[config.mk]
export PLATFORM = sky130hd
export DESIGN_NAME = bm3_sched
export DESIGN_NICKNAME = d
export VERILOG_FILES = /design/src/hw/rtl/bm3_pkg.sv /design/src/hw/rtl/bm3_sched.sv
export SDC_FILE = /design/constraint.sdc
export NUM_CORES = 1
export LEC_CHECK = 0
export BUFFER_PORTS_ARGS = -buffer_cell sky130_fd_sc_hd__buf_4
export CAP_MARGIN = 20
export CORE_AREA = 2 2 107 109
export CTS_CLUSTER_SIZE = 20
export DETAILED_ROUTE_END_ITERATION = 8
export DIE_AREA = 0 0 109 111
export HOLD_SLACK_MARGIN = 0.06
export PLACE_DENSITY = 0.93
export SYNTH_ARGS = -nofsm -noshare
export SYNTH_HDL_FRONTEND = slang
export SYNTH_SLANG_ARGS = --single-unit
export TNS_END_PERCENT = 10
[constraint.sdc]
create_clock -name clk -period 20.4 [get_ports clk]
set_input_delay 4.08 -clock clk [delete_from_list [all_inputs] [get_ports clk]]
set_output_delay 4.08 -clock clk [all_outputs]
set_load 0.01 [all_outputs]
[src/hw/rtl/bm3_pkg.sv]
`timescale 1ns / 1ps
// ----------------------------------------------------------------------------
// bm3_pkg
// Shared constants, codes and the control struct of the 3x3 binary
// morphology block.
// ----------------------------------------------------------------------------
package bm3_pkg;

  // configuration port
  localparam int CFG_IDX_W  = 2;
  localparam int CFG_DATA_W = 13;
  localparam int FW_W       = 12;   // frame_width register
  localparam int FH_W       = 13;   // frame_height register

  localparam logic [CFG_IDX_W-1:0] REG_MODE   = 2'd0;
  localparam logic [CFG_IDX_W-1:0] REG_WIDTH  = 2'd1;
  localparam logic [CFG_IDX_W-1:0] REG_HEIGHT = 2'd2;

  localparam int FW_RESET = 640;
  localparam int FH_RESET = 480;
  localparam int MIN_SIZE = 3;

  // item kinds
  localparam logic OP_PIXEL = 1'b0;
  localparam logic OP_DRAIN = 1'b1;

  // mode register values
  localparam logic MODE_DILATE = 1'b0;
  localparam logic MODE_ERODE  = 1'b1;

  // line store keeps a ring of four rows per column
  localparam int SLOTS  = 4;
  localparam int SLOT_W = 2;

  localparam int TDATA_W = 8;

  // per-cycle control from the scheduler to the window datapath
  typedef struct packed {
    logic              arrive;   // pixel written this cycle
    logic              pixel;
    logic [SLOT_W-1:0] aslot;    // row slot of the arriving pixel
    logic              emit;     // a result leaves this cycle
    logic [SLOT_W-1:0] oslot;    // row slot of the centre pixel
    logic              hit_l;    // arriving pixel lands in left column
    logic              hit_m;    // ... in the centre column
    logic              hit_r;    // ... in the right column
    logic              fwd_hit;  // write goes to the column being read
    logic              av_mr;    // middle-right neighbour has arrived
    logic              av_bl;    // bottom-left neighbour has arrived
    logic              av_bm;    // bottom-middle neighbour has arrived
    logic              av_br;    // bottom-right neighbour has arrived
    logic              row_up;   // row above is interior
    logic              row_mid;  // centre row is interior
    logic              row_dn;   // row below is interior
    logic              col_lf;   // left column is interior
    logic              col_md;   // centre column is interior
    logic              col_rt;   // right column is interior
    logic              erode;
    logic              last;     // centre is the final pixel of the frame
  } win_ctl_t;

endpackage

[src/hw/rtl/bm3_sched.sv]
`timescale 1ns / 1ps
// ----------------------------------------------------------------------------
// bm3_sched
// Position tracking: arrival column and row slot, centre position of the
// next result, pending count, and the per-cycle control for the window.
// ----------------------------------------------------------------------------
module bm3_sched
  import bm3_pkg::*;
#(
  parameter int MAX_WIDTH  = 2048,
  parameter int MAX_HEIGHT = 4096
) (
  input  logic                                clk,
  input  logic                                rst,
  input  logic                                accept,
  input  logic                                operation,
  input  logic                                pixel,
  input  logic                                mode,
  input  logic [$clog2(MAX_WIDTH+1)-1:0]      eff_w,
  input  logic [$clog2(MAX_HEIGHT+1)-1:0]     eff_h,
  input  logic                                restart,
  output win_ctl_t                            ctl,
  output logic [$clog2(MAX_WIDTH)-1:0]        waddr,
  output logic [$clog2(MAX_WIDTH)-1:0]        raddr
);

  localparam int WW = $clog2(MAX_WIDTH + 1);
  localparam int HW = $clog2(MAX_HEIGHT + 1);
  localparam int CW = $clog2(MAX_WIDTH);
  localparam int RW = $clog2(MAX_HEIGHT);
  localparam int PW = $clog2(MAX_WIDTH + 3);

  // arrival side
  logic [CW-1:0]     acol;
  logic [SLOT_W-1:0] aslot;
  // result side: centre column and its neighbours, row in frame, row slot
  logic [CW-1:0]     lcol, ocol, rcol;
  logic [RW-1:0]     orow;
  logic [SLOT_W-1:0] oslot;
  logic [PW-1:0]     pend;

  logic [CW-1:0] w_m1, w_m2;
  logic [RW-1:0] h_m1, h_m2;
  logic [PW-1:0] wp, pn;
  logic          arrive, emit;
  logic          a_wrap, o_wrap;
  logic [CW-1:0] rcol_inc, rcol_next;

  assign w_m1 = CW'(eff_w - WW'(1));
  assign w_m2 = CW'(eff_w - WW'(2));
  assign h_m1 = RW'(eff_h - HW'(1));
  assign h_m2 = RW'(eff_h - HW'(2));
  assign wp   = PW'(eff_w);

  // pending count including a pixel arriving now
  assign arrive = accept && (operation == OP_PIXEL);
  assign pn     = pend + PW'(arrive);

  assign emit = accept && ((arrive && (pn > wp + PW'(1))) ||
                           ((operation == OP_DRAIN) && (pend != '0)));

  assign a_wrap   = (acol == w_m1);
  assign o_wrap   = (ocol == w_m1);
  assign rcol_inc = (rcol == w_m1) ? '0 : rcol + CW'(1);

  always_comb begin
    if (restart) rcol_next = CW'(1);
    else if (emit) rcol_next = rcol_inc;
    else rcol_next = rcol;
  end

  assign waddr = acol;
  assign raddr = rcol_next;

  // control for the window datapath
  always_comb begin
    ctl.arrive  = arrive;
    ctl.pixel   = pixel;
    ctl.aslot   = aslot;
    ctl.emit    = emit;
    ctl.oslot   = oslot;
    ctl.hit_l   = arrive && (acol == lcol);
    ctl.hit_m   = arrive && (acol == ocol);
    ctl.hit_r   = arrive && (acol == rcol);
    ctl.fwd_hit = arrive && (acol == rcol_next);
    ctl.av_mr   = (pn >= PW'(2));
    ctl.av_bl   = (pn >= wp);
    ctl.av_bm   = (pn > wp);
    ctl.av_br   = (pn > wp + PW'(1));
    ctl.row_up  = (orow != '0) && (orow != RW'(1));
    ctl.row_mid = (orow != '0) && (orow != h_m1);
    ctl.row_dn  = (orow != h_m1) && (orow != h_m2);
    ctl.col_lf  = (ocol != '0) && (ocol != CW'(1));
    ctl.col_md  = (ocol != '0) && (ocol != w_m1);
    ctl.col_rt  = (ocol != w_m1) && (ocol != w_m2);
    ctl.erode   = (mode == MODE_ERODE);
    ctl.last    = (orow == h_m1) && o_wrap;
  end

  always_ff @(posedge clk) begin
    if (rst || restart) begin
      acol  <= '0;
      aslot <= '0;
      lcol  <= '0;
      ocol  <= '0;
      rcol  <= CW'(1);
      orow  <= '0;
      oslot <= '0;
      pend  <= '0;
    end else begin
      pend <= pn - PW'(emit);
      if (arrive) begin
        acol <= a_wrap ? '0 : acol + CW'(1);
        if (a_wrap) aslot <= aslot + SLOT_W'(1);
      end
      // window slides one column per result
      if (emit) begin
        lcol <= ocol;
        ocol <= rcol;
        rcol <= rcol_inc;
        if (o_wrap) begin
          oslot <= oslot + SLOT_W'(1);
          orow  <= (orow == h_m1) ? '0 : orow + RW'(1);
        end
      end
    end
  end

`ifndef SYNTHESIS
  a_pend_bound: assert property (@(posedge clk) disable iff (rst)
    pend <= wp + PW'(1))
    else $error("pending count beyond one row plus one");

  a_col_ring: assert property (@(posedge clk) disable iff (rst)
    rcol == (o_wrap ? '0 : ocol + CW'(1)))
    else $error("right column out of step with centre column");

  a_restart: assert property (@(posedge clk) disable iff (rst)
    restart |=> (pend == '0) && (ocol == '0) && (orow == '0) && (acol == '0))
    else $error("frame restart did not clear position state");
`endif

endmodule

After elaboration in Yosys (flattened, before gate mapping) --
Cells that the tools add are included. Widths: inputs -> output; s select.
Storage, ports and cells: flip-flop bits (word level) 72, bits of input ports 32, logic and storage cells 66, output and inout bits 45
Operators by class: reductions and logical operators 22, $add $sub $neg 12, multiplexer cells 5, bitwise logic cells 1, equality and inequality tests 14, order comparisons 4
Operator list (count):
- $eq 11x11->1 | 7
- $mux 11 | 4
- $add 12x1->12 const B | 2
- $gt 12x12->1 | 2
- $ne 12x12->1 | 2
- $reduce_bool 12->1 | 2
- $add 11x1->11 const B | 2
- $ne 11x11->1 | 2
- $logic_and 1x1->1 | 15
- $add 12x1->12 | 1
- $eq 12x12->1 | 1
- $ge 12x12->1 | 1
- $ge 12x2->1 const B | 1
- $mux 12 | 1
- $ne 12x1->1 const B | 1
- $sub 12x1->12 | 1
- $sub 12x1->12 const B | 1
- $sub 12x2->12 const B | 1
- $ne 11x1->1 const B | 1
- $reduce_bool 11->1 | 1
- $sub 11x1->11 const B | 1
- $sub 11x2->11 const B | 1
- $add 2x1->2 const B | 2
- $reduce_and 2->1 | 2
- other kinds (2) | 3

Logic depth before layout (Yosys ltp) --
Gate-level depths: netlist of the first run.
depth in word-level cells 11, mapped depth 27

Worst setup path after synthesis of the first run --
No wires, ideal clock.
kind input port to output port, start point input operation, end point output ctl[12] (netlist bit), slack 8.190 ns, data arrival time 8.130 ns, stages 21, buffers on the path 2, cell sequence buf_2 nand2b_1 inv_2 ha_1 nand4_1 nor2_1 nand3_1 xor2_1 inv_1 ha_1 nand4_1 nor2_1 a21boi_1 o41a_1 buf_2 o21ai_4 inv_2 and4_1 xor2_1 a211o_1 a2111oi_2
RTL lines:
- from (decl) | line bm3_sched.sv:16 | input logic operation,
- to (decl) | line bm3_sched.sv:22 | output win_ctl_t ctl,

==> results of run 1 <==
worst min-delay path: stages (launching register included):
cell     delay (ns)
dfxtp_1        0.31
nand2_1        0.05
a21oi_1        0.05
synthesized netlist by cell type (all sizes together) (25+ instances only):
library cell	instances	area [sq um]
ha	41	513
xor2	55	482
dfxtp	72	1440
xnor2	105	946
buf	25	161
nand4	32	215
clkbuf	45	169
a21oi	47	235
nand2	93	352
nand3	37	195
inv	42	158
nor3	39	230
nor2	89	337
where the power goes:
group,total (W),leakage [nW],internal (W),switching (W)
Combinational,0.0000759,2.29,0.0000298,0.0000461
Clock,0.000160,0.145,0.0000978,0.0000624
Sequential,0.000145,0.581,0.000142,0.00000282
Total,0.000381,3.01,0.000270,0.000111
flip-flops by register name, indices dropped and copies added, names as in the netlist:
| register | cells |
|---|---|
| lcol | 11 |
| rcol | 11 |
| pend | 12 |
| ocol | 11 |
| aslot | 2 |
| waddr | 11 |
| orow | 12 |
| oslot | 2 |
layout make-up:
| cell class | instances | area share, % |
|---|---|---|
| clock inverters | 5 | 0.737 |
| well taps | 143 | 2.34 |
| flip-flops and latches | 72 | 18.9 |
| inverters | 43 | 2.11 |
| repair buffers | 72 | 7.07 |
| clock buffers | 11 | 3.18 |
| multi-input cells | 731 | 65.7 |
path summary, 6_finish.rpt:
| kind | start | end | slack (ns) |
|---|---|---|---|
| setup / recovery | operation | ctl[12] | 6.45 |
| hold / removal | lcol[6] | lcol[6] | 0.47 |
| setup reg to reg | pend[0] | pend[9] | 14.79 |
| hold reg to reg | lcol[6] | lcol[6] | 0.47 |
cells by family after synthesis:
logic type	share of synthesized area [%]
muxes	2.32
AOI/OAI and AO/OA	13.5
buffers and inverters	7.07
DFF	20.7
and+or+nand+nor	28.5
xor gates and xnor gates	20.5
adders and majority gates	7.38
through the flow:
| step | hold slack [ns] | setup slack, ns |
|---|---|---|
| after floorplan | 0.449 | 8.19 |
| after CTS | 0.469 | 6.56 |
| after detailed placement | 0.461 | 6.64 |
| after global placement | 0.455 | 6.72 |
| after global routing | 0.497 | 6.10 |
| final | 0.468 | 6.45 |
metal layers:
| metal | vias to the layer above | global-route usage [%] |
|---|---|---|
| met1 | 3172 | 40.4 |
| met3 | 102 | 6.06 |
| met2 | 355 | 52.8 |
| met5 | - | 0 |
| li1 | 3194 | - |
| met4 | 0 | 18.5 |
cell usage in the layout (no fill, tap or decap), types with 5 or more instances in the layout:
cell / n
dfxtp_1: 72
clkbuf_16: 9
nand2b_1: 7
inv_1: 40
xnor2_1: 103
nand2_1: 92
ha_1: 41
nor4_1: 11
a31oi_1: 6
and3_1: 13
xor2_1: 55
nand3_1: 35
nor2_1: 88
o21ai_0: 21
buf_4: 72
or4_1: 7
nor3_2: 7
and4_1: 6
o211ai_1: 8
mux2i_1: 12
nor3_1: 32
nor2b_1: 9
and2_1: 5
or2_2: 8
or3_1: 5
nand4_1: 31
a21oi_1: 47
==> results.toml, run 1 <==
[setup_path]
endpoint_kind = "output port"
crit_family = "compound AO/OA/AOI/OAI gates"
start_kind = "input pin"
critical_path_arrival_ns = 9.87
cp_cell_sequence = "buf_4 -> nand2b_1 -> inv_2 -> ha_1 -> nand4_1 -> nor2_1 -> nand3_1 -> xnor2_1 -> ha_1 -> nand4_1 -> nor2_1 -> a21boi_1 -> o41a_1 -> o21ai_4 -> inv_2 -> buf_4 -> and4_1 -> xor2_1 -> a211o_1 -> a2111oi_2 -> buf_4"
critical_path_class = "input pin to output port"
cp_slowest_stage_delay_ns = 0.78
cpMostUsedCell = "buf_4"
critPathRequiredTime_ns = 16.32
crit_fanout = 38
critPathSlowestCell = "o21ai_4"
r2r_cells = 22
worst-path-buf-inv = 5
cp.depth = 21

[timing]
maxSlewViolCount = 0
tns_ns = 0
setup_viol = 0
finalCriticalPeriod_ns = 13.95
period_share_pct = 68.4
rsz0062_at_grt = "false"
fmax_ghz = 0.0717
max_slew_margin_pct = 36.9
worst_slew_pin_slew_ns = 0.934
hold_viol = 0
skew_ns = 0.00773

[synth]
synth_nets = 989
ys_dominant_reg_cell = "dfxtp_1"
synth.distinct_cells = 81
ys_ff_latch = 72
syn_inst = 916
synth-warning-count = 0
synth-edff-count = 0
yosysSeqAreaShare_pct = 20.7
syn-cell-area_sq_um = 6950
synth.avg_cell_area_sq_um = 7.59
async_flop_share_pct = 0

[floorplanning]
die_area_sq_um = 12100
die_y_um = 111
num_rows = 39
core-area_sq_um = 11100
die_w_um = 109
start_util_pct = 62.8
ioPinCount = 77

[route]
wl_met2_um = 8940
wl_per_cell_um = 17.9
wl_met1_um = 7620
via_per_inst = 6.34
drtIter0Drc = 653
dr_wl_met3_um = 1670
route.detailed.drc = 0
vias = 6823
wirelength_um = 19200
drt_pre_antenna_iters = 5
top_layer_used = "met4"
drtAntennaViolNets = 0

[place]
dp_hpwl_um = 13800
placed_cells = 1061
io_buffers = 71
place_area_sq_um = 7340
globalplace.congestion = 0.993

[clocking]
ctsHtreeMaxLevel = 3
cts-resized-gates = 0
cts.sinks = 72
clockBufferDepth = 2
root_buffer = "clkbuf_16"
clk_latency_ns = 0.35
post_cts_buffers = 0
clk_pin_slew_ns = 0.06
holdBufCountCts = 0
cts_buffers = 9
cts_tree = "yes"

[global_routing]
antenna_found_initial = 0
grt.total_usage_pct = 32.8
grt_first_pass_wirelength_um = 31600
grt_max_degree = 42
globalRouteOverflowTotal = 0
grt_pass1_vias = 6647

[pwr]
ir_drop_v = 0.0000371
power_density_nw_per_um2 = 49.9
p_total_w = 0.000381
leakage_nw = 3.01

[run_status]
outcome = "finished clean"

[cells_and_area]
fin_util_pct = 69.0
drive_gt1_share_pct = 13.5
antennaDiodeCount = 0
layout.nets = 1002
fillers = 882
layout.cells.non_filler = 1077
multiInputGateArea_sq_um = 5020
syn2layout_area_growth_pct = 9.90
seqCellArea_sq_um = 1440
fin_area_sq_um = 7640

[min_path]
hold_depth = 2
hp-class = "flip-flop to flip-flop"

[flow_run]
maxCapViolations = 0
(Power assumes the default switching activity.)
==> run 2, diff against run 1 <==
CORE_AREA = 2 2 110 112   (was 2 2 107 109)
DIE_AREA = 0 0 112 114   (was 0 0 109 111)
PLACE_DENSITY = 0.89   (was 0.93)
clock period = 12.9 ns   (was 20.4 ns; I/O delays follow)
==> run 2 against run 1 <==
Effect of this change: clock skew shrank 0.00053 ns; sequential share of layout area grew 0.078 points; critical path depth is the same; utilization shrank 4.0 points; worst setup slack lost 4.4 ns; final area shrank 0.41%; critical path type unchanged; critical endpoint unchanged.
==> results.toml, run 2 (synthesis gave the netlist of run 1 again) <==
[setup_path]
crit_fanout = 30
critPathRequiredTime_ns = 10.32
ff2ff_setup_slack_ns = 7.35
critPathSlowestCell = "o21ai_4"
r2r_cells = 22
cp_slowest_stage_delay_ns = 0.75
crit-reg2reg-launch = "pend[0]"
start_kind = "input pin"
critical_path_class = "input pin to output port"
cpMostUsedCell = "nand4_1"
endpoint_kind = "output port"
critical_path_arrival_ns = 8.25
cp_cell_sequence = "buf_4 -> nand2b_1 -> inv_2 -> ha_1 -> nand4_1 -> nor2_1 -> nand4_1 -> xor2_1 -> inv_1 -> ha_1 -> nand4_1 -> nor2_1 -> a21boi_1 -> o41a_1 -> o21ai_4 -> inv_2 -> and4_1 -> xor2_1 -> a211o_1 -> a2111oi_2 -> buf_4"
r2r_end = "pend[9]"

[pwr]
clkPwrFrac_pct = 39.6
p_comb_share_pct = 20.7
ir_drop_v = 0.0000619
switching_share_pct = 29.9
leakage_nw = 2.99
power_density_nw_per_um2 = 75.9
seqPwrFrac_pct = 39.7
p_int_w = 0.000405
p_sw_w = 0.000173

[global_routing]
grt_pass1_vias = 6368
grt.total_usage_pct = 29.5
grt_first_pass_wirelength_um = 31000
grt_max_degree = 42
globalRouteOverflowTotal = 0
antenna_found_initial = 0

[clocking]
cts_buffers = 9
clockBufferDepth = 2
clk_latency_ns = 0.34
root_buffer = "clkbuf_16"
cts_tree = "yes"
holdBufCountCts = 0
clk_pin_slew_ns = 0.06
ctsHtreeMaxLevel = 3
cts.sinks = 72
post_cts_buffers = 0
cts-resized-gates = 0

[timing]
finalCriticalPeriod_ns = 10.83
fmax_ghz = 0.0923
maxSlewViolCount = 0
hold_viol = 0
skew_ns = 0.00720
whs_ns = 0.468
max_slew_margin_pct = 29.1
worst_slew_pin_slew_ns = 1.05
period_share_pct = 84.0
setup_viol = 0
rsz0062_at_grt = "false"
tns_ns = 0

[route]
drt_pre_antenna_iters = 7
via_per_inst = 6.30
wirelength_um = 19100
wl_per_cell_um = 17.7
route.detailed.drc = 0
vias = 6798
drtAntennaViolNets = 0
drtIter0Drc = 792

[run_status]
outcome = "finished clean"

[cells_and_area]
layout_common_cells = "103 x xnor2_1, 92 x nand2_1, 88 x nor2_1, 72 x dfxtp_1, 72 x buf_4"
layout_commonest_cell = "xnor2_1"
layout.cells.non_filler = 1079
layout.nets = 1002
antennaDiodeCount = 0
drive_gt1_share_pct = 13.3
top_regs = "orow: 12 flops, pend: 12 flops"
syn2layout_area_growth_pct = 9.45

[floorplanning]
die_y_um = 114
ioPinCount = 77
core-area_sq_um = 11700
die_w_um = 112
start_util_pct = 59.4
num_rows = 40
die_area_sq_um = 12800

[place]
dp_hpwl_um = 13600
globalplace.congestion = 0.929
io_buffers = 71
placed_cells = 1065

[min_path]
hp-class = "flip-flop to flip-flop"
hold_start = "lcol[2]"
whs_endpoint = "lcol[2]"
hold_depth = 2

[flow_run]
maxCapViolations = 0
## run 2: cell types whose count changed in the layout (fill, tap and decap cells not counted)
cell | previous run | this run
clkinv_2 | 2 | 1
clkinv_4 | 1 | 0
clkinvlp_4 | 1 | 2
bufinv_16 | 1 | 0
## run 2: stage by stage
step                      power, W  setup slack [ns]  util [%]  area [sq um]
after floorplan           0.000320              3.69         -          6950
after global placement    0.000348              2.26      62.7          7350
after detailed placement  0.000350              2.22      62.7          7350
after CTS                 0.000577              2.17      65.0          7610
after global routing      0.000601              1.72      65.0          7610
final                     0.000577              2.07      65.0          7610
## run 2: metal layers
layer / vias to the layer above / global-route usage [%] / routed length, um
li1: 3204 / - / -
met3: 63 / 5.47 / 1830
met2: 367 / 50.0 / 8980
met4: 0 / 11.8 / 491
met1: 3164 / 37.2 / 7800
met5: - / 0 / 0
## run 2: worst max path at each step
stage	startpoint	to	slack (ns)	cells past startpoint
6_report	operation	ctl[12]	2.07	21
5_1_grt	operation	ctl[12]	1.72	21
4_1_cts	operation	ctl[12]	2.17	21
3_5_place_dp	operation	ctl[12]	2.22	21
3_3_place_gp	operation	ctl[12]	2.26	21
2_1_floorplan	operation	ctl[12]	3.69	21
## run 2: layout make-up
type	instances	area, sq um
multi-input combinational	731	5020
clock inverter	3	20.0
tap	147	184
fill	1006	4100
inverter	43	161
timing repair buffer	72	541
clock buffer	11	243
sequential	72	1440
## run 2: critical path: cells and delay by family
family,cells,cell delay (ns)
AO/OA/AOI/OAI,5,2.21
AND/OR/NAND/NOR,7,1.28
adder cells (fa/ha/maj),2,0.59
XOR/XNOR,2,0.46
buffers and inverters,5,1.10
## run 2: power by group through the flow
stage	Sequential, W	Combinational [W]	Clock [W]
finish	0.000229	0.000120	0.000229
global route	0.000229	0.000131	0.000240
CTS	0.000229	0.000118	0.000230
detailed placement	0.000234	0.000116	0
global placement	0.000234	0.000114	0
floorplan	0.000232	0.0000879	0
