--- src/hw/rtl/bm3_pkg.sv ---
`timescale 1ns / 1ps
// ----------------------------------------------------------------------------
// bm3_pkg
// Shared constants, codes and the control struct of the 3x3 binary
// morphology block.
// ----------------------------------------------------------------------------
package bm3_pkg;

  // configuration port
  localparam int CFG_IDX_W  = 2;
  localparam int CFG_DATA_W = 13;
  localparam int FW_W       = 12;   // frame_width register
  localparam int FH_W       = 13;   // frame_height register

  localparam logic [CFG_IDX_W-1:0] REG_MODE   = 2'd0;
  localparam logic [CFG_IDX_W-1:0] REG_WIDTH  = 2'd1;
  localparam logic [CFG_IDX_W-1:0] REG_HEIGHT = 2'd2;

  localparam int FW_RESET = 640;
  localparam int FH_RESET = 480;
  localparam int MIN_SIZE = 3;

  // item kinds
  localparam logic OP_PIXEL = 1'b0;
  localparam logic OP_DRAIN = 1'b1;

  // mode register values
  localparam logic MODE_DILATE = 1'b0;
  localparam logic MODE_ERODE  = 1'b1;

  // line store keeps a ring of four rows per column
  localparam int SLOTS  = 4;
  localparam int SLOT_W = 2;

  localparam int TDATA_W = 8;

  // per-cycle control from the scheduler to the window datapath
  typedef struct packed {
    logic              arrive;   // pixel written this cycle
    logic              pixel;
    logic [SLOT_W-1:0] aslot;    // row slot of the arriving pixel
    logic              emit;     // a result leaves this cycle
    logic [SLOT_W-1:0] oslot;    // row slot of the centre pixel
    logic              hit_l;    // arriving pixel lands in left column
    logic              hit_m;    // ... in the centre column
    logic              hit_r;    // ... in the right column
    logic              fwd_hit;  // write goes to the column being read
    logic              av_mr;    // middle-right neighbour has arrived
    logic              av_bl;    // bottom-left neighbour has arrived
    logic              av_bm;    // bottom-middle neighbour has arrived
    logic              av_br;    // bottom-right neighbour has arrived
    logic              row_up;   // row above is interior
    logic              row_mid;  // centre row is interior
    logic              row_dn;   // row below is interior
    logic              col_lf;   // left column is interior
    logic              col_md;   // centre column is interior
    logic              col_rt;   // right column is interior
    logic              erode;
    logic              last;     // centre is the final pixel of the frame
  } win_ctl_t;

endpackage

--- src/hw/rtl/bm3_cfg.sv ---
`timescale 1ns / 1ps
// ----------------------------------------------------------------------------
// bm3_cfg
// Configuration registers. Frame sizes are clamped to their legal range as
// they are written; a size write restarts the frame.
// ----------------------------------------------------------------------------
module bm3_cfg
  import bm3_pkg::*;
#(
  parameter int MAX_WIDTH  = 2048,
  parameter int MAX_HEIGHT = 4096
) (
  input  logic                                clk,
  input  logic                                rst,
  input  logic                                cfg_we,
  input  logic [CFG_IDX_W-1:0]                cfg_index,
  input  logic [CFG_DATA_W-1:0]               cfg_data,
  output logic                                mode,
  output logic [$clog2(MAX_WIDTH+1)-1:0]      eff_w,
  output logic [$clog2(MAX_HEIGHT+1)-1:0]     eff_h,
  output logic                                restart
);

  localparam int WW = $clog2(MAX_WIDTH + 1);
  localparam int HW = $clog2(MAX_HEIGHT + 1);
  localparam int RST_W = (FW_RESET > MAX_WIDTH) ? MAX_WIDTH : FW_RESET;
  localparam int RST_H = (FH_RESET > MAX_HEIGHT) ? MAX_HEIGHT : FH_RESET;

  function automatic logic [WW-1:0] clamp_w(input logic [FW_W-1:0] v);
    logic [WW-1:0] o;
    if (32'(v) < 32'(MIN_SIZE)) o = WW'(MIN_SIZE);
    else if (32'(v) > 32'(MAX_WIDTH)) o = WW'(MAX_WIDTH);
    else o = WW'(v);
    return o;
  endfunction

  function automatic logic [HW-1:0] clamp_h(input logic [FH_W-1:0] v);
    logic [HW-1:0] o;
    if (32'(v) < 32'(MIN_SIZE)) o = HW'(MIN_SIZE);
    else if (32'(v) > 32'(MAX_HEIGHT)) o = HW'(MAX_HEIGHT);
    else o = HW'(v);
    return o;
  endfunction

  // frame restarts on any size write
  assign restart = cfg_we && ((cfg_index == REG_WIDTH) || (cfg_index == REG_HEIGHT));

  always_ff @(posedge clk) begin
    if (rst) begin
      mode  <= MODE_DILATE;
      eff_w <= WW'(RST_W);
      eff_h <= HW'(RST_H);
    end else if (cfg_we) begin
      case (cfg_index)
        REG_MODE:   mode  <= cfg_data[0];
        REG_WIDTH:  eff_w <= clamp_w(cfg_data[FW_W-1:0]);
        REG_HEIGHT: eff_h <= clamp_h(cfg_data[FH_W-1:0]);
        default: ;  // unmapped index: ignored
      endcase
    end
  end

endmodule

--- config.mk ---
export PLATFORM = sky130hd
export DESIGN_NAME = bm3_cfg
export DESIGN_NICKNAME = d
export VERILOG_FILES = /design/src/hw/rtl/bm3_pkg.sv /design/src/hw/rtl/bm3_cfg.sv
export SDC_FILE = /design/constraint.sdc
export NUM_CORES = 1
export LEC_CHECK = 0
export BUFFER_PORTS_ARGS = -buffer_cell sky130_fd_sc_hd__buf_2
export CAP_MARGIN = 20
export CORE_MARGIN = 2
export CORE_UTILIZATION = 40
export CTS_CLUSTER_DIAMETER = 120
export CTS_CLUSTER_SIZE = 25
export DETAILED_ROUTE_END_ITERATION = 8
export PLACE_DENSITY = 0.65
export SLEW_MARGIN = 20
export SYNTH_ARGS = -nofsm -noshare
export SYNTH_HDL_FRONTEND = slang
export SYNTH_SLANG_ARGS = --single-unit
--- constraint.sdc ---
create_clock -name clk -period 2.61 [get_ports clk]
set_input_delay 0.6525 -clock clk [delete_from_list [all_inputs] [get_ports clk]]
set_output_delay 0.6525 -clock clk [all_outputs]
set_load 0.03 [all_outputs]
Word level (Yosys, flattened, before mapping):

Cells that the tools add are included.

* reduce and logical (&&, ||, !) cells: 6
* muxes and demuxes: 4
* equal/unequal tests: 2
* order comparisons: 4

Operator list (count)
* $mux 13: 2
* $mux 12: 2
* $gt 13x13->1 const B: 1
* $lt 13x2->1 const B: 1
* $gt 12x12->1 const B: 1
* $lt 12x2->1 const B: 1
* $reduce_and 2->1: 3
* $eq 2x1->1 const B: 1
* $eq 2x2->1 const B: 1
* $logic_not 2->1: 1
* $logic_and 1x1->1: 1
* $logic_or 1x1->1: 1

* input port bits: 18
* flip-flop bits (word level): 26
* output and inout bits: 27
* logic and storage cells: 19

Depth between registers and ports, before layout:

Gate-level depths: netlist of run 1.

* word-level depth: 3
* gate-level depth with buffers: 7
* mapped depth without buffers: 6

Worst setup path after synthesis of run 1:

OpenSTA, ideal clock, no wires.

* kind: input -> register
* start: in cfg_data[5]
* end: reg eff_h[3]
* arrival time: 1.888 ns
* path slack: 0.661 ns
* path buffers: 0
* stages on the path: 3
* data required time: 2.549 ns
* cell sequence: or4_4 -> o41ai_4 -> a32o_1

* word-level cells in the longest chain between the ends: 3
* elaborated cells on any way between the ends: 4
* classes of those cells: 2 x order compare; 2 x mux

RTL lines
* from (decl): RTL line bm3_cfg.sv:17 `input logic [CFG_DATA_W-1:0] cfg_data,`
* $gt 13x13->1: RTL line bm3_cfg.sv:40 `else if (32'(v) > 32'(MAX_HEIGHT)) o = HW'(MAX_HEIGHT);`
* $mux 13: RTL line bm3_cfg.sv:40
* $mux 13 *: RTL line bm3_cfg.sv:39 `if (32'(v) < 32'(MIN_SIZE)) o = HW'(MIN_SIZE);`
* to (signal assigned): RTL line bm3_cfg.sv:52 `eff_h <= HW'(RST_H);`
* to (signal assigned): RTL line bm3_cfg.sv:57 `REG_HEIGHT: eff_h <= clamp_h(cfg_data[FH_W-1:0]);`
* to (decl): RTL line bm3_cfg.sv:20 `output logic [$clog2(MAX_HEIGHT+1)-1:0] eff_h,`

Every way passes the cells marked *; elsewhere a longest branch is shown, timed or not.
A chain may end at the register's enable or synchronous reset.

Worst setup path in the final report of run 1:

* start: in cfg_index[0]
* end: out restart

* word-level cells in the longest chain between the ends: 3
* elaborated cells on any way between the ends: 4
* classes of those cells: 2 x eq/ne; 2 x reduce/logical

RTL lines
* from (decl): RTL line bm3_cfg.sv:16 `input logic [CFG_IDX_W-1:0] cfg_index,`
* $eq 2x1->1 or $eq 2x2->1 (tied branches): RTL line bm3_cfg.sv:46 `assign restart = cfg_we && ((cfg_index == REG_WIDTH) || (cfg_index == REG_HEIGHT));`
* $logic_or 1x1->1 *: RTL line bm3_cfg.sv:46
* $logic_and 1x1->1 *: RTL line bm3_cfg.sv:46
* to (decl): RTL line bm3_cfg.sv:21 `output logic restart`

Marks and branches as above.

==> metrics.csv, run 1 <==
metric;value;unit
hold_depth;2;
cts_max_path_buffers;2;
cts_tree;done;
clockRootBuffer;clkbuf_4;
postRouteAntennaNets;0;
setup_viol;0;
synth_area_per_cell;8.634;um^2
path_cells;buf_2 -> inv_1 -> ha_1 -> and2_1 -> buf_2;
cts_setup_buffers;0;
dieArea;3269;um^2
synth_edf_count;0;
min_period;2030;ps
p_leak;0.0005968;uW
fp.dieW;57.18;um
grt_overflow;0;
drt_pass1_iterations;4;
fp-row-count;19;
rrSetupSlack;1880;ps
slew_headroom;65.78;%
layout.nets;193;
core;2710;um^2
grt_use_total;18.02;%
synth_nets;152;
fmax;492.6;MHz
cp_data_arrival_time;1380;ps
min_path_type;reg2reg;
irDropWorstVdd;313.4;uV
ctsResizeCount;0;
worst_clock_skew;0;ps
ctsHoldBuffers;0;
critical_path.max_fanout;2;
io_buffers;44;
yosys_warnings;0;
post-synth-top-area-cell;dfxtp_1;
yosysSeqAreaShare;46.02;%
path_clk_slew;150;ps
required;1960;ps
netlist_area;1131;um^2
fin_crit_sh;77.78;%
tightest_slew;512.1;ps
synth_top_flop_cell;dfxtp_1;
intPower;599.9;uW
drt-vias-per-instance;5.401;
power;808.0;uW
crit_top_cell;buf_2;
syn2layout_area_growth;24.89;%
cp-start-kind;input port;
setup-tns-final;0;ps
r2r.worst_path.cells;2;
synthCells;131;
max_stage_delay;280;ps
antenna_found_initial;0;
critical_path_class;in2out;
dp_hpwl;2108;um
start_util;41.74;%
synth.top_cell.area_share;46.02;%
drv_cap;0;
p_seq_share;51.3;%
p_switching;208.0;uW
antennaDiodeCount;0;
slew_violations;0;
pre_cts_ws;411.3;ps
synth-async-reset-ratio;0;%
drt-total-wl;2982;um
synthTopCellsByCount;dfxtp_1 (26), nand2_1 (23), a21oi_1 (21);
ys_seq_elements;26;
drt-wirelength-per-cell;14.76;um
first_iter_violations;27;
numCtsBuffers;3;
outcome;complete, no violations;
synth_cell_type_count;21;
endpoint_kind;primary output;
place_congestion;0.7269;
synth_most_common_cell;dfxtp_1;
rsz0062_at_grt;no;
drc;0;
cts.sinks;26;
synth_top_cells_by_area;dfxtp_1 (46%), a21oi_1 (9.3%), nand2_1 (7.6%);
clk_latency;320;ps
htree_levels;1;
first_global_vias;985;
power_frac_comb;14.2;%
io_pins;45;
grt_max_degree;27;
power.share.clock;34.5;%
vias;1091;
drive_gt1_share;30.99;%
grt_pass1_wl;4588;um
die_h;57.18;um
switching_share;25.75;%
hold_viol;0;
cpMaxStageDelayCell;ha_1;
worst_slack;579.9;ps
pwr_density_cell;572.0;nW/um^2
## path summary, 6_finish.rpt
check | from | to
worst max register to register | eff_w[7]$_SDFFE_PP1P_ | eff_w[7]$_SDFFE_PP1P_
worst max-delay path | cfg_index[0] | restart
worst min-delay path | eff_h[2]$_SDFFE_PP0P_ | eff_h[2]$_SDFFE_PP0P_
worst min register to register | eff_h[2]$_SDFFE_PP0P_ | eff_h[2]$_SDFFE_PP0P_
## state kept, by name, indices dropped and copies added, names as in the netlist
| signal | cells |
|---|---|
| eff_h | 13 |
| mode | 1 |
| eff_w | 12 |
## power by group through the flow
stage                     logic [uW]  registers (uW)  clock network [uW]
final                            115             415                 278
after global routing             123             416                 299
after CTS                        115             415                 285
after detailed placement         114             423                   0
after global placement           111             423                   0
after floorplan                 45.6             446                   0
## area by class of cell
| class | instances | area (um^2) |
|---|---|---|
| sequential | 26 | 520.5 |
| clock inverter | 1 | 30.03 |
| clock buffer | 3 | 22.52 |
| multi-input combinational | 95 | 573.1 |
| tap | 31 | 38.79 |
| timing repair buffer | 44 | 220.2 |
| fill | 277 | 1297 |
| inverter | 2 | 7.507 |
## layout by cell type, fill, tap and decap left out, types with 3 or more instances in the layout
cell type | Yosys | routed
nor3b_1 | 6 | 6
nor2_1 | 10 | 10
a32o_1 | 3 | 3
a21oi_1 | 21 | 21
dfxtp_1 | 26 | 26
buf_2 | 0 | 44
o21ai_0 | 8 | 8
clkbuf_4 | 0 | 3
nand3b_1 | 5 | 5
nand2_1 | 23 | 23
nand3_1 | 5 | 5
ha_1 | 3 | 3
## metrics by stage
step	utilization [%]	std cells	hold WS, ps	instance area [um^2]
finish	52.12	202	457.8	1413
floorplan	-	131	579.9	1131
detailed placement	50.18	198	442.6	1360
global route	52.12	202	491.7	1413
global placement	50.18	198	439.1	1360
CTS	52.12	202	461.9	1413
## worst max-delay path: cells and delay by family
family / cells / cell delay [ps]
buffers and inverters: 3 / 310
adder cells (fa/ha/maj): 1 / 280
AND/OR/NAND/NOR: 1 / 130
## kinds of logic after synthesis
| group | count (synthesis) | synth area share, % |
|---|---|---|
| adders and majority gates | 3 | 3.319 |
| AOI/OAI and AO/OA | 35 | 21.68 |
| and+or+nand+nor | 57 | 25.66 |
| DFF | 26 | 46.02 |
| buffers and inverters | 10 | 3.319 |
## layer usage
layer | vias to the layer above | GRT usage [%] | wire length (um) | share of wire (%)
li1 | 537 | - | - | -
met1 | 503 | 20.96 | 1210 | 41
met2 | 45 | 33.17 | 1553 | 52
met3 | 6 | 2.721 | 168 | 5.6
met4 | 0 | 6.645 | 50 | 1.7
met5 | - | 0 | 0 | 0
Power figures use the tool's default switching activity.
==> run 2, diff against run 1 <==
- PLACE_DENSITY: 0.65 -> 0.68
- clock period: 2.61 -> 1.7 ns (I/O delays scaled with it)
==> run 2 against run 1 <==
Compared with the run above:
- first-iteration DRC count shrank 59%
- global-route usage fell by 0.11 points
- utilization increased by 3.9 points
- die area is the same
- routed wire length is 7.7% lower
- combinational power rose by 69%
- sequential share of layout area decreased by 2.6 points
- largest power group unchanged
==> metrics.csv, run 2 (synthesized netlist as in run 1, its figures left out) <==
metric;value;unit;change
regArea;520.5;um^2;unchanged
fill_cells;275;;-0.72%
ctsHoldBuffers;0;;unchanged
slew_violations;0;;unchanged
cts.sinks;26;;unchanged
grt_overflow;0;;unchanged
first_iter_violations;11;;-59%
first_global_vias;1096;;+11%
slew_headroom;70.29;%;+4.5 points
cts_setup_buffers;0;;unchanged
clockRootBuffer;clkbuf_4;;
place_area;1465;um^2;+7.7%
vias;1105;;+1.3%
drt-wirelength-per-cell;12.75;um;-14%
intPower;938.6;uW;+56%
max_stage_delay;590;ps;+310 ps
power.share.clock;33.9;%;-0.6 points
ctsResizeCount;0;;unchanged
io_pins;45;;unchanged
grt_use_total;17.91;%;-0.11 points
critical_path.max_fanout;7;;+5
hold_viol;0;;unchanged
die_h;57.18;um;unchanged
fp.dieW;57.18;um;unchanged
place_congestion;0.8269;;+14%
core;2710;um^2;unchanged
fmax;634.8;MHz;
cp_data_arrival_time;1850;ps;+470 ps
critical_path_class;in2reg;;
largest_reg_flops;13;;unchanged
clk_latency;320;ps;about the same
drv_cap;0;;unchanged
drc;0;;unchanged
min_period;1575;ps;
power_frac_comb;15.5;%;+1.3 points
worst_clock_skew;0;ps;unchanged
cpMaxStageDelayCell;or4_4;;
setup-tns-final;0;ps;unchanged
htree_levels;1;;unchanged
start_util;41.74;%;unchanged
io_buffers;44;;unchanged
reg_top3;eff_h (13), eff_w (12), mode (1);;
crit_buf_inv;1;;-2
cts_tree;done;;
endpoint_kind;register;;
antenna_found_initial;0;;unchanged
fin_crit_sh;92.67;%;
switching_share;25.24;%;-0.50 points
grt_max_degree;27;;unchanged
critPathTopFamily;compound AO/OA/AOI/OAI gates;;
drive_gt1_share;36.22;%;+5.2 points
tightest_slew;445.7;ps;-66.47 ps
outcome;complete, no violations;;
dp_hpwl;2178;um;+3.3%
irDropWorstVdd;645.2;uV;+110%
regMostFlops;eff_h;;
antennaDiodeCount;0;;unchanged
path_cells;buf_2 -> or4_4 -> o41ai_4 -> a32o_1;;
final_util;56.00;%;+3.9 points
pre_cts_ws;-216.3;ps;-627.6 ps
fin_area;1518;um^2;+7.4%
multiInputGateArea;573.1;um^2;unchanged
min_path_type;in2reg;;
path_clk_slew;140;ps;about the same
drt_pass1_iterations;4;;unchanged
rsz0062_at_grt;no;;
worst_slack;124.7;ps;-455.2 ps
drt-vias-per-instance;5.116;;-5.3%
layout_commonest_cell;buf_2;;
final_cell_mix;buf_2 (44), dfxtp_1 (26), nand2_1 (23), a21oi_1 (21), buf_4 (14);;
grt_pass1_wl;4650;um;+1.4%
syn2layout_area_growth;34.18;%;
cts_max_path_buffers;2;;unchanged
dieArea;3269;um^2;unchanged
setup_viol;0;;unchanged
pwr_density_cell;827.2;nW/um^2;+45%
p_switching;316.9;uW;+52%
p_leak;0.0006638;uW;+11%
postRouteAntennaNets;0;;unchanged
p_seq_share;50.6;%;-0.7 points
fp-row-count;19;;unchanged
numCtsBuffers;3;;unchanged
layout.nets;207;;+7.3%
drt-total-wl;2753;um;-7.7%
cp-start-kind;input port;;
required;1980;ps;+20 ps
==> run 2: path summary, 6_finish.rpt <==
check,from,end,slack [ps],cells past startpoint
worst max-delay path,cfg_data[5],eff_h[4]$_SDFFE_PP0P_,120,4
worst min-delay path,cfg_data[5],eff_h[5]$_SDFFE_PP1P_,350,3
worst max register to register,eff_w[7]$_SDFFE_PP1P_,eff_w[7]$_SDFFE_PP1P_,1050,2
worst min register to register,eff_h[0]$_SDFFE_PP0P_,eff_h[0]$_SDFFE_PP0P_,460,2
==> run 2: power by group through the flow <==
| stage | Clock (uW) | Combinational [uW] | Sequential, uW |
|---|---|---|---|
| 2_1_floorplan | 0 | 70.2 | 685 |
| 3_3_place_gp | 0 | 191 | 649 |
| 3_5_place_dp | 0 | 194 | 650 |
| 4_1_cts | 431 | 195 | 636 |
| 5_1_grt | 455 | 211 | 638 |
| 6_report | 425 | 194 | 636 |
==> run 2: layer usage <==
layer	up-vias	track usage, %	wire length [um]
li1	570	-	-
met5	-	0	0
met4	0	4.983	31
met1	509	22.60	1232
met2	22	31.69	1385
met3	4	2.721	104
==> run 2: worst min-delay path, cell delays in order <==
cell     delay [ps]
buf_2           100
nand3_1          70
nand2_1          60
==> run 2: cell type report <==
class                      instances  share of cell area, %
clock inverter                     1                  1.979
multi-input combinational         95                  37.76
sequential                        26                  34.30
inverter                           2                 0.4946
timing repair buffer              58                  21.43
clock buffer                       3                  1.484
tap                               31                  2.556
==> run 2: metrics by stage <==
step	instances	total power, uW	hold WS [ps]
after floorplan	131	755.2	555.8
after global placement	212	840.1	437.6
after detailed placement	212	843.8	446.6
after CTS	216	1262	359.2
after global routing	216	1305	349.2
final	216	1256	355.0
==> run 3, diff against run 2 <==
- CTS_BUF_LIST: unset -> sky130_fd_sc_hd__clkbuf_4
- PLACE_DENSITY: 0.68 -> 0.71
==> run 3 against run 2 <==
Compared with the run above:
- sequential share of layout area rose by 0.96 points
- utilization fell by 1.5 points
- final area fell by 2.7%
- setup slack got worse by 14 ps
- non-clock buffer count fell by 2
- routed wire length fell by 3.6%
- clock skew did not move
- register-to-register slack barely moved
- via count fell by 1.4%
- fmax fell by 0.90%
==> metrics.csv, run 3 (synthesized netlist as in run 1, its figures left out) <==
metric;value;unit;change
outcome;complete, no violations;;
final_util;54.48;%;-1.5 points
reg_top3;eff_h (13), eff_w (12), mode (1);;
slew_violations;0;;unchanged
cts.sinks;26;;unchanged
setup_viol;0;;unchanged
cp-start-kind;input port;;
regMostFlops;eff_h;;
grt_overflow;0;;unchanged
drive_gt1_share;34.97;%;-1.2 points
worstSetupStartpoint;cfg_data[5];;
ctsHoldBuffers;0;;unchanged
cts_tree;done;;
drc;0;;unchanged
cp_data_arrival_time;1860;ps;about the same
critical_path_class;in2reg;;
antenna_found_initial;0;;unchanged
max_stage_delay;580;ps;about the same
slew_headroom;66.92;%;-3.4 points
first_global_vias;978;;-11%
grt_use_total;16.66;%;-1.2 points
rsz0062_at_grt;no;;
core;2710;um^2;unchanged
layout.nets;205;;-0.97%
min_path_type;in2reg;;
ctsResizeCount;0;;unchanged
final_cell_mix;buf_2 (44), dfxtp_1 (26), nand2_1 (23), a21oi_1 (21), buf_4 (12);;
fp-row-count;19;;unchanged
htree_levels;1;;unchanged
drt_pass1_iterations;4;;unchanged
io_pins;45;;unchanged
vias;1090;;-1.4%
io_buffers;44;;unchanged
r2r_end;eff_w[7]$_SDFFE_PP1P_;;
p_leak;0.0006421;uW;-3.3%
fin_area;1476;um^2;-2.7%
tightest_slew;495.0;ps;+49.35 ps
r2r.worst_path.cells;2;;unchanged
start_util;41.74;%;unchanged
syn2layout_area_growth;30.53;%;
fill_cells;273;;-0.73%
critical_path.max_fanout;7;;unchanged
path_cells;buf_2 -> or4_4 -> o41ai_4 -> a32o_1;;
dieArea;3269;um^2;unchanged
drt-wirelength-per-cell;12.41;um;-2.7%
place_congestion;0.7311;;-12%
setup-tns-final;0;ps;unchanged
cts_setup_buffers;0;;unchanged
rr_startpoint;eff_w[7]$_SDFFE_PP1P_;;
rrSetupSlack;1060;ps;about the same
largest_reg_flops;13;;unchanged
grt_pass1_wl;4291;um;-7.7%
place_area;1450;um^2;-1.0%
clk_latency;320;ps;about the same
die_h;57.18;um;unchanged
postRouteAntennaNets;0;;unchanged
cpMaxStageDelayCell;or4_4;;
cts_max_path_buffers;2;;unchanged
antennaDiodeCount;0;;unchanged
irDropWorstVdd;601.3;uV;-6.8%
power;1089;uW;-13%
clockRootBuffer;clkbuf_4;;
endpoint_kind;register;;
crit_path_end;eff_h[3]$_SDFFE_PP0P_;;
numCtsBuffers;3;;unchanged
worst_clock_skew;0;ps;unchanged
required;1970;ps;about the same
first_iter_violations;16;;+5
drt-vias-per-instance;5.093;;-0.44%
fin_crit_sh;93.51;%;+0.85 points
hold_viol;0;;unchanged
drt-total-wl;2655;um;-3.6%
layout_commonest_cell;buf_2;;
fmax;629.0;MHz;-0.90%
drv_cap;0;;unchanged
min_period;1590;ps;+14.38 ps
fp.dieW;57.18;um;unchanged
grt_max_degree;27;;unchanged
multiInputGateArea;573.1;um^2;unchanged
dp_hpwl;2087;um;-4.2%
regArea;520.5;um^2;unchanged
pwr_density_cell;737.8;nW/um^2;-11%
path_clk_slew;130;ps;about the same
run 3: metal layers:
| metal | track usage (%) | wire length (um) | up-vias | share of wire (%) |
|---|---|---|---|---|
| li1 | - | - | 560 | - |
| met1 | 21.56 | 1152 | 494 | 43 |
| met2 | 27.75 | 1305 | 31 | 49 |
| met3 | 3.175 | 162 | 5 | 6.1 |
| met4 | 5.980 | 34 | 0 | 1.3 |
| met5 | 0 | 0 | - | 0 |
run 3: area by class of cell:
| type | count | area share, % |
|---|---|---|
| Timing Repair Buffer | 56 | 21.02 |
| Inverter | 2 | 0.5085 |
| Tap cell | 31 | 2.627 |
| Clock buffer | 3 | 1.525 |
| Sequential cell | 26 | 35.25 |
| Multi-Input combinational cell | 95 | 38.81 |
| Clock inverter | 1 | 0.2542 |
run 3: worst min-delay path by stage:
stage                                from                endpoint  slack, ps  depth (start not counted)
floorplan                     cfg_data[5]   eff_h[5]$_SDFFE_PP1P_        560                          2
CTS                          cfg_data[12]  eff_h[12]$_SDFFE_PP0P_        380                          3
global placement        mode$_SDFFE_PP0P_       mode$_SDFFE_PP0P_        440                          2
global route                 cfg_data[12]  eff_h[12]$_SDFFE_PP0P_        400                          3
finish                       cfg_data[12]  eff_h[12]$_SDFFE_PP0P_        390                          3
detailed placement  eff_h[6]$_SDFFE_PP1P_   eff_h[6]$_SDFFE_PP1P_        440                          2
run 3: through the flow:
stage | worst slack, ps | hold slack [ps] | std cells
after floorplan | -20.82 | 555.8 | 131
after global placement | -189.6 | 439.8 | 210
after detailed placement | -233.3 | 440.9 | 210
after CTS | 100.7 | 383.3 | 214
after global routing | 51.70 | 400.6 | 214
final | 110.3 | 385.4 | 214
run 3: where the power goes:
group	internal (uW)	total, uW	switching [uW]
Combinational	70.5	190	119
Clock	86.1	264	178
Sequential	627	636	8.16
run 3: critical path: cells and delay by family:
| kind | cells | cell delay (ps) |
|---|---|---|
| compound gates | 2 | 750 |
| simple gates | 1 | 580 |
| buf+inv | 1 | 110 |
